$ cat src/rtl/jsu_pkg.sv
// ----------------------------------------------------------------------------
// JSON string unescape package
// Result codes, error codes, register indexes and the result record used by
// the decoder; its checker shares the result kinds and error codes.
// ----------------------------------------------------------------------------
package jsu_pkg;

    // Kind of one result transaction.
    typedef enum logic [1:0] {
        KIND_DATA  = 2'd0,
        KIND_END   = 2'd1,
        KIND_ERROR = 2'd2
    } kind_t;

    // Error codes carried with an error result.
    localparam logic [2:0] ERR_NONE       = 3'd0;
    localparam logic [2:0] ERR_NO_QUOTE   = 3'd1;
    localparam logic [2:0] ERR_BAD_ESCAPE = 3'd2;
    localparam logic [2:0] ERR_BAD_HEX    = 3'd3;
    localparam logic [2:0] ERR_CODE_RANGE = 3'd4;
    localparam logic [2:0] ERR_NON_ASCII  = 3'd5;

    // Output modes; the remaining codes behave as strict ASCII.
    localparam logic [1:0] MODE_UTF8  = 2'd0;
    localparam logic [1:0] MODE_SUBST = 2'd1;

    // Register indexes, taken from address bit 2.
    localparam logic REG_OUTPUT_MODE = 1'b0;
    localparam logic REG_SUBST_CHAR  = 1'b1;

    // One stored result.
    typedef struct packed {
        kind_t      kind;
        logic [7:0] data;
        logic [2:0] err;
    } result_t;

endpackage

$ cat src/rtl/json_string_unescape_utf8.sv
// ----------------------------------------------------------------------------
// JSON string unescape to UTF-8
// Byte-serial decoder of quoted JSON strings with escape and \u handling.
// ----------------------------------------------------------------------------
// The decoder takes one byte of JSON text per cycle, unless stalled, into an
// input register. When the result buffer can take them, the byte's results
// are loaded into a three-entry result buffer, which drives the result port
// and drains one result per cycle unless stalled. A byte that yields at most
// one result (plain bytes, simple escapes, quotes, errors, and \u values in
// the ASCII modes) is taken every cycle while the receiver does not stall. A
// \u value encoded as two or three UTF-8 bytes holds the result buffer until
// all its bytes are drained, and the following byte waits in the input
// register meanwhile, stalling the input. A stall on the result channel stalls
// the input in the same cycle once the input register is occupied. The user
// writes configuration over the APB port at byte addresses 0 (output_mode) and
// 4 (substitute_char) only while the block is idle, which it does not enforce.
module json_string_unescape_utf8
    import jsu_pkg::*;
(
    input  logic        clk,
    input  logic        rst_n,
    // Input byte channel
    input  logic        in_valid,
    output logic        in_stall,
    input  logic [7:0]  in_byte,
    // Result channel
    output logic        out_valid,
    input  logic        out_stall,
    output logic [1:0]  kind,
    output logic [7:0]  out_byte,
    output logic        last_of_run,
    output logic [2:0]  error_code,
    // Configuration port
    input  logic        psel,
    input  logic        penable,
    input  logic        pwrite,
    input  logic [2:0]  paddr,
    input  logic [31:0] pwdata,
    output logic [31:0] prdata,
    output logic        pready
);

    typedef enum logic [1:0] {
        PH_IDLE = 2'd0,
        PH_STR  = 2'd1,
        PH_ESC  = 2'd2,
        PH_HEX  = 2'd3
    } phase_t;

    localparam logic [7:0] CH_SPACE  = 8'h20;
    localparam logic [7:0] CH_TAB    = 8'h09;
    localparam logic [7:0] CH_LF     = 8'h0A;
    localparam logic [7:0] CH_CR     = 8'h0D;
    localparam logic [7:0] CH_FF     = 8'h0C;
    localparam logic [7:0] CH_BS     = 8'h08;
    localparam logic [7:0] CH_QUOTE  = 8'h22;
    localparam logic [7:0] CH_SLASH  = 8'h2F;
    localparam logic [7:0] CH_BSLASH = 8'h5C;
    localparam logic [7:0] CH_T      = 8'h74;
    localparam logic [7:0] CH_N      = 8'h6E;
    localparam logic [7:0] CH_R      = 8'h72;
    localparam logic [7:0] CH_F      = 8'h66;
    localparam logic [7:0] CH_B      = 8'h62;
    localparam logic [7:0] CH_U      = 8'h75;

    // Registers
    logic        in_vld_reg;
    logic [7:0]  in_byte_reg;
    phase_t      phase_reg,   phase_next;
    logic [1:0]  hex_cnt_reg, hex_cnt_next;
    logic [15:0] acc_reg,     acc_next;
    logic [1:0]  mode_reg;
    logic [7:0]  subst_reg;
    result_t     res_reg [3];
    result_t     res_next [3];
    logic [1:0]  res_n_reg,   res_n_next;
    logic [1:0]  res_idx_reg;

    // Decode scratch
    logic        do_emit;
    logic [15:0] val;
    logic        raw;
    logic        err_hit;
    logic [2:0]  err_code;
    logic        close_hit;
    logic        hex_ok;
    logic [7:0]  hex_diff;
    logic [3:0]  nib;

    // Handshake
    logic pop;
    logic last_pop;
    logic can_load;
    logic advance;
    logic accept;
    logic cfg_write;

    assign pop       = (res_n_reg != 2'd0) && !out_stall;
    assign last_pop  = pop && (res_idx_reg == (res_n_reg - 2'd1));
    assign can_load  = (res_n_reg == 2'd0) || last_pop;
    assign advance   = in_vld_reg && can_load;
    assign in_stall  = in_vld_reg && !can_load;
    assign accept    = in_valid && !in_stall;
    assign cfg_write = psel && penable && pwrite && pready;

    // Result port, driven from the head of the result buffer.
    assign out_valid   = (res_n_reg != 2'd0);
    assign kind        = res_reg[res_idx_reg].kind;
    assign out_byte    = res_reg[res_idx_reg].data;
    assign error_code  = res_reg[res_idx_reg].err;
    assign last_of_run = (res_idx_reg == (res_n_reg - 2'd1));

    // Configuration read-back.
    assign pready = 1'b1;
    always_comb
    begin
        if (paddr[2] == REG_SUBST_CHAR)
        begin
            prdata = {24'd0, subst_reg};
        end
        else
        begin
            prdata = {30'd0, mode_reg};
        end
    end

    // Hex digit recognition for the registered byte.
    always_comb
    begin
        hex_ok   = 1'b1;
        hex_diff = 8'd0;
        if (in_byte_reg inside {[8'h30:8'h39]})
        begin
            hex_diff = in_byte_reg - 8'h30;
        end
        else if (in_byte_reg inside {[8'h61:8'h66]})
        begin
            hex_diff = in_byte_reg - 8'h57;
        end
        else if (in_byte_reg inside {[8'h41:8'h46]})
        begin
            hex_diff = in_byte_reg - 8'h37;
        end
        else
        begin
            hex_ok = 1'b0;
        end
        nib = hex_diff[3:0];
    end

    // Next state and results for the byte held in the input register.
    always_comb
    begin
        phase_next   = phase_reg;
        hex_cnt_next = hex_cnt_reg;
        acc_next     = acc_reg;
        do_emit      = 1'b0;
        raw          = 1'b0;
        val          = 16'd0;
        err_hit      = 1'b0;
        err_code     = ERR_NONE;
        close_hit    = 1'b0;
        res_n_next   = 2'd0;
        for (int i = 0; i < 3; i++)
        begin
            res_next[i] = '{kind: KIND_DATA, data: 8'd0, err: ERR_NONE};
        end

        // Phase handling.
        case (phase_reg)
            PH_IDLE:
            begin
                if (in_byte_reg inside {CH_SPACE, CH_TAB, CH_LF, CH_CR})
                begin
                    phase_next = PH_IDLE;
                end
                else if (in_byte_reg == CH_QUOTE)
                begin
                    phase_next = PH_STR;
                end
                else
                begin
                    err_hit  = 1'b1;
                    err_code = ERR_NO_QUOTE;
                end
            end
            PH_STR:
            begin
                if (in_byte_reg == CH_QUOTE)
                begin
                    phase_next = PH_IDLE;
                    close_hit  = 1'b1;
                end
                else if (in_byte_reg == CH_BSLASH)
                begin
                    phase_next = PH_ESC;
                end
                else
                begin
                    do_emit = 1'b1;
                    raw     = 1'b1;
                    val     = {8'd0, in_byte_reg};
                end
            end
            PH_ESC:
            begin
                phase_next = PH_STR;
                do_emit    = 1'b1;
                case (in_byte_reg)
                    CH_T:      val = {8'd0, CH_TAB};
                    CH_N:      val = {8'd0, CH_LF};
                    CH_R:      val = {8'd0, CH_CR};
                    CH_F:      val = {8'd0, CH_FF};
                    CH_B:      val = {8'd0, CH_BS};
                    CH_SLASH:  val = {8'd0, CH_SLASH};
                    CH_BSLASH: val = {8'd0, CH_BSLASH};
                    CH_QUOTE:  val = {8'd0, CH_QUOTE};
                    CH_U:
                    begin
                        phase_next   = PH_HEX;
                        hex_cnt_next = 2'd0;
                        acc_next     = 16'd0;
                        do_emit      = 1'b0;
                    end
                    default:
                    begin
                        do_emit  = 1'b0;
                        err_hit  = 1'b1;
                        err_code = ERR_BAD_ESCAPE;
                    end
                endcase
            end
            PH_HEX:
            begin
                if (!hex_ok)
                begin
                    err_hit  = 1'b1;
                    err_code = ERR_BAD_HEX;
                end
                else if (hex_cnt_reg == 2'd3)
                begin
                    val          = {acc_reg[11:0], nib};
                    do_emit      = 1'b1;
                    phase_next   = PH_STR;
                    hex_cnt_next = 2'd0;
                    acc_next     = 16'd0;
                end
                else
                begin
                    acc_next     = {acc_reg[11:0], nib};
                    hex_cnt_next = hex_cnt_reg + 2'd1;
                end
            end
            default:
            begin
                phase_next = PH_IDLE;
            end
        endcase

        // Encoding of a decoded value according to the output mode.
        if (do_emit)
        begin
            res_n_next = 2'd1;
            case (mode_reg)
                MODE_UTF8:
                begin
                    if (raw || (val <= 16'h007F))
                    begin
                        res_next[0].data = val[7:0];
                    end
                    else if (val <= 16'h07FF)
                    begin
                        res_n_next       = 2'd2;
                        res_next[0].data = {3'b110, val[10:6]};
                        res_next[1].data = {2'b10, val[5:0]};
                    end
                    else
                    begin
                        res_n_next       = 2'd3;
                        res_next[0].data = {4'b1110, val[15:12]};
                        res_next[1].data = {2'b10, val[11:6]};
                        res_next[2].data = {2'b10, val[5:0]};
                    end
                end
                MODE_SUBST:
                begin
                    if ((val < 16'd32) || (val >= 16'd127))
                    begin
                        res_next[0].data = subst_reg;
                    end
                    else
                    begin
                        res_next[0].data = val[7:0];
                    end
                end
                default:
                begin
                    if (val > 16'd255)
                    begin
                        err_hit  = 1'b1;
                        err_code = ERR_CODE_RANGE;
                    end
                    else if (val >= 16'd127)
                    begin
                        err_hit  = 1'b1;
                        err_code = ERR_NON_ASCII;
                    end
                    else
                    begin
                        res_next[0].data = val[7:0];
                    end
                end
            endcase
        end

        // An error returns the decoder to idle with a single result.
        if (err_hit)
        begin
            phase_next   = PH_IDLE;
            hex_cnt_next = 2'd0;
            acc_next     = 16'd0;
            res_n_next   = 2'd1;
            res_next[0]  = '{kind: KIND_ERROR, data: 8'd0, err: err_code};
        end

        // A closing quote gives the end result.
        if (close_hit)
        begin
            res_n_next  = 2'd1;
            res_next[0] = '{kind: KIND_END, data: 8'd0, err: ERR_NONE};
        end
    end

    // State, input register, result buffer and configuration registers.
    always_ff @(posedge clk or negedge rst_n)
    begin
        if (!rst_n)
        begin
            in_vld_reg  <= 1'b0;
            in_byte_reg <= 8'd0;
            phase_reg   <= PH_IDLE;
            hex_cnt_reg <= 2'd0;
            acc_reg     <= 16'd0;
            mode_reg    <= MODE_UTF8;
            subst_reg   <= 8'd63;
            res_n_reg   <= 2'd0;
            res_idx_reg <= 2'd0;
            for (int i = 0; i < 3; i++)
            begin
                res_reg[i] <= '{kind: KIND_DATA, data: 8'd0, err: ERR_NONE};
            end
        end
        else
        begin
            // Input register.
            if (accept)
            begin
                in_vld_reg  <= 1'b1;
                in_byte_reg <= in_byte;
            end
            else if (advance)
            begin
                in_vld_reg <= 1'b0;
            end

            // Decode step and result buffer.
            if (advance)
            begin
                phase_reg   <= phase_next;
                hex_cnt_reg <= hex_cnt_next;
                acc_reg     <= acc_next;
                res_n_reg   <= res_n_next;
                res_idx_reg <= 2'd0;
                for (int i = 0; i < 3; i++)
                begin
                    res_reg[i] <= res_next[i];
                end
            end
            else if (pop)
            begin
                if (last_pop)
                begin
                    res_n_reg   <= 2'd0;
                    res_idx_reg <= 2'd0;
                end
                else
                begin
                    res_idx_reg <= res_idx_reg + 2'd1;
                end
            end

            // Configuration writes.
            if (cfg_write)
            begin
                if (paddr[2] == REG_OUTPUT_MODE)
                begin
                    mode_reg <= pwdata[1:0];
                end
                else
                begin
                    subst_reg <= pwdata[7:0];
                end
            end
        end
    end

endmodule

$ cat config.mk
export PLATFORM = sky130hd
export DESIGN_NAME = json_string_unescape_utf8
export DESIGN_NICKNAME = d
export VERILOG_FILES = /design/src/rtl/jsu_pkg.sv /design/src/rtl/json_string_unescape_utf8.sv
export SDC_FILE = /design/constraint.sdc
export NUM_CORES = 1
export LEC_CHECK = 0
export BUFFER_PORTS_ARGS = -buffer_cell sky130_fd_sc_hd__buf_4
export CORE_ASPECT_RATIO = 1.25
export CORE_MARGIN = 4
export CORE_UTILIZATION = 45
export DETAILED_ROUTE_END_ITERATION = 10
export GPL_TIMING_DRIVEN = 0
export PLACE_DENSITY = 0.77
export SYNTH_ARGS = -nofsm -noshare
export SYNTH_HDL_FRONTEND = slang
export SYNTH_SLANG_ARGS = --single-unit
$ cat constraint.sdc
create_clock -name clk -period 5 [get_ports clk]
set_clock_uncertainty 0.1 [all_clocks]
set_input_delay 0.25 -clock clk [delete_from_list [all_inputs] [get_ports clk]]
set_output_delay 0.25 -clock clk [all_outputs]
set_load 0.005 [all_outputs]
==> impl_summary.log <==
[metrics] status: finished, final reports clean
[metrics] number of levels in the clock H-tree: 3
[metrics] Slew Viols, Final: 0
[metrics] wire length of the first global-routing pass: 21.6 mm
[metrics] static leakage power: 2.41 nW
[metrics] Reg2Reg Launch Point: in_byte_reg[0]$_DFFE_PN0P_
[metrics] Post CTS Setup Buffer Count: 0
[metrics] total global-route track usage: 22.7%
[metrics] Worst R2R Path Depth: 11
[metrics] Tcrit/Tclk final: 84.4%
[metrics] worst hold-check slack: 22.2 ps
[metrics] die outline height: 120 µm
[metrics] number of detailed-routing iterations run before antenna repair: 5
[metrics] Die Area: 0.0118 mm²
[metrics] GPL Wtd Cong: 0.909
[metrics] library cell occupying the most area in the post-synthesis netlist: dfrtp_1
[metrics] Fmax: 237 MHz
[metrics] routed wire length on met3: 891 µm
[metrics] count of fill cells added during filler insertion: 887
[metrics] number of unique standard cell types used by synthesis: 79
[metrics] CTS sink count: 66
[metrics] Data required, critical path: 5150 ps
[metrics] total of warnings raised by yosys: 0
[metrics] DPL Wire Length: 10.2 mm
[metrics] vias per std cell: 6.00
[metrics] max_slew headroom: 39.3%
[metrics] Cell Rows: 40
[metrics] post-synthesis instance total: 508
[metrics] mean area per synthesized cell: 8.96 µm²
[metrics] number of CTS-inserted buffers: 9
[metrics] nature of the critical path startpoint: flop
[metrics] Post-synth EDFFs: 0
[metrics] routed length on met2: 6.70 mm
[metrics] Longest Clk Path Bufs: 2
[metrics] cells taking the most area after synthesis: dfrtp_1 33%, mux2_2 5.7%, nand2_1 4.2%
[metrics] cells resized by post-CTS repair: 0
[metrics] Sequential Area: 0.00166 mm²
[metrics] class of the most critical setup path: reg -> reg
[metrics] clock-pin slew on the worst setup and hold paths: 50 ps
[metrics] most instantiated flip-flop cell in the synthesis netlist: dfrtp_1
[metrics] accumulated negative setup slack: 0 ps
[metrics] Max Cap Viol: 0
[metrics] Seq cells post-synth: 66
[metrics] proportion of register bits with asynchronous set or reset after synthesis: 100%
[metrics] Inserted Diodes: 0
[metrics] Final Critical Period: 4220 ps
[metrics] Routed WL per cell: 18.6 µm
[metrics] top-area cell type share of the netlist area: 33.0%
[metrics] Iter 0 DRT Violations: 383
[metrics] worst-path maximum fanout: 10
[metrics] critical path arrival: 4370 ps
[metrics] endpoint class of the critical path: flop
[metrics] top sig layer: met4
[metrics] layout-stage area growth over the synthesis result: 20.2%
[metrics] Core Box Area: 0.00976 mm²
[metrics] hold-fix buffers at CTS: 1
[metrics] worst-skew pair later-pin latency: 340 ps
[metrics] initial antenna violation count: 0
[metrics] Port Buffers: 46
[metrics] fraction of layout instances using a drive strength above 1: 23.6%
[metrics] Hold Path Class: in -> reg
[metrics] WHS Endpoint: in_vld_reg$_DFFE_PN0P_
[metrics] I/O pin count: 99
[metrics] Syn Std Cell Area: 0.00455 mm²
[metrics] RSZ-0062 raised after global routing: false
[metrics] power density over the cells: 494 mW/mm²
[metrics] antenna-violating nets left: 0
[metrics] Hold Crit Start: in_valid
[metrics] sequential share of the synthesized area: 36.4%
[metrics] slew at the pin closest to its max-slew limit: 904 ps
[metrics] remaining routing DRC violations: 0
[metrics] Cells on Worst Hold Path: 2
[metrics] R2R Setup Slk: 780 ps
[metrics] x dimension of the die: 98.0 µm
[metrics] via count of the routed design: 4,315
[metrics] leading cell type in the layout, fill and taps excluded: buf_4
[metrics] number of flip-flops under the largest register name: 27
[metrics] endpoint of the most critical register-to-register path: res_reg[34]$_DFFE_PN0P_
[metrics] Hold Vio Cnt, Final: 0
[metrics] CTS tree: done
[metrics] top library cells by usage in the layout, fill and taps aside: 71 x buf_4, 60 x dfrtp_1, 51 x nand2_1
[metrics] clock tree root driver cell: clkbuf_16
[metrics] wire length after detailed routing: 13.3 mm
[metrics] total area of multi-input combinational cells: 0.00263 mm²
[metrics] DRT met1 WL: 5.36 mm
[metrics] starting density of the core: 46.6%
[metrics] pin count of the biggest net entering global routing: 67
[metrics] number of global-route vias before repair: 4,150
[metrics] post-layout net count: 645
[metrics] final count of negative-setup-slack endpoints: 0
[metrics] aggregate global routing overflow: 0
[metrics] worst vdd ir: 326 µV
-- through the flow --
stage | power (mW) | util [%] | setup slack (ps) | area [µm²] | std cells
global placement | 1.97 | 52.7 | 919 | 5140 | 703
detailed placement | 2.00 | 52.7 | 977 | 5140 | 703
floorplan | 1.58 | - | 1780 | 4640 | 531
global route | 2.86 | 56.1 | 560 | 5470 | 719
CTS | 2.69 | 56.1 | 958 | 5470 | 719
finish | 2.70 | 56.1 | 782 | 5470 | 719
-- cells in the mapped netlist, types with 3 or more instances --
master / n
a211oi_1: 3
a21o_1: 4
a21oi_1: 17
a22o_1: 15
a22oi_1: 8
a31oi_1: 7
a32o_1: 5
and2_1: 17
and3_1: 6
buf_2: 6
buf_4: 25
clkbuf_1: 18
dfrtp_1: 60
dfstp_2: 6
ha_1: 6
inv_1: 10
mux2_2: 23
mux2i_1: 9
nand2_1: 51
nand2b_1: 9
nand3_1: 14
nand4_1: 4
nand4b_1: 4
nor2_1: 31
nor2b_1: 7
nor3_1: 12
nor3b_1: 4
nor4_1: 6
o211a_1: 3
o211ai_1: 4
o21a_1: 3
o21ai_0: 34
o21ai_1: 3
o22ai_1: 6
o2bb2ai_1: 3
o31ai_1: 4
or2_2: 3
or3b_2: 3
-- area by class of cell --
class                      instances  area share, %
timing repair buffer              47           6.50
clock inverter                     4           1.40
tap                              126           2.88
buffer                            53           5.65
multi-input combinational        402           48.1
clock buffer                      11           4.44
inverter                          10          0.686
sequential                        66           30.3
-- critical path: stages, from the launching register on --
cell and delay (ps):
dfrtp_1 380, clkbuf_1 360, inv_1 200, ha_1 340
nor3b_1 450, nor3_1 260, o211ai_1 730, nand2_1 230
a21o_1 220, a31oi_1 520, a22oi_1 160, a31oi_1 200
-- worst max path at each step --
stage / from / endpoint / cells past startpoint
after floorplan: in_byte_reg[0]$_DFFE_PN0P_ / res_n_reg[0]$_DFFE_PN0P_ / 11
after global placement: in_byte_reg[0]$_DFFE_PN0P_ / res_reg[30]$_DFFE_PN0P_ / 11
after global routing: in_byte_reg[0]$_DFFE_PN0P_ / res_reg[34]$_DFFE_PN0P_ / 11
after CTS: in_byte_reg[0]$_DFFE_PN0P_ / res_reg[30]$_DFFE_PN0P_ / 11
final: in_byte_reg[0]$_DFFE_PN0P_ / res_reg[34]$_DFFE_PN0P_ / 11
after detailed placement: in_byte_reg[0]$_DFFE_PN0P_ / res_reg[30]$_DFFE_PN0P_ / 11
-- report_power, final --
part | switching [mW] | internal (mW)
Combinational | 0.801 | 0.498
Sequential | 0.0833 | 0.636
Clock | 0.235 | 0.448
Total | 1.12 | 1.58
-- layer usage --
layer  vias to the layer above  track usage, %
li1                       2013               -
met1                      2064            27.6
met2                       195            38.9
met3                        43            4.73
met4                         0            9.26
met5                         -               0
-- logic make-up (layout without fill, tap and decap cells) --
group | Yosys count | count (layout) | share of synthesized area [%]
xor+xnor | 2 | 2 | 0.385
fa+ha+maj | 6 | 6 | 1.65
simple gates | 192 | 192 | 23.2
mux | 32 | 32 | 7.67
compound gates | 145 | 145 | 22.9
buf+inv | 63 | 125 | 7.61
other cells | 2 | 25 | 0.165
flops | 66 | 66 | 36.4
No activity file was read; power rests on OpenSTA's default activity.
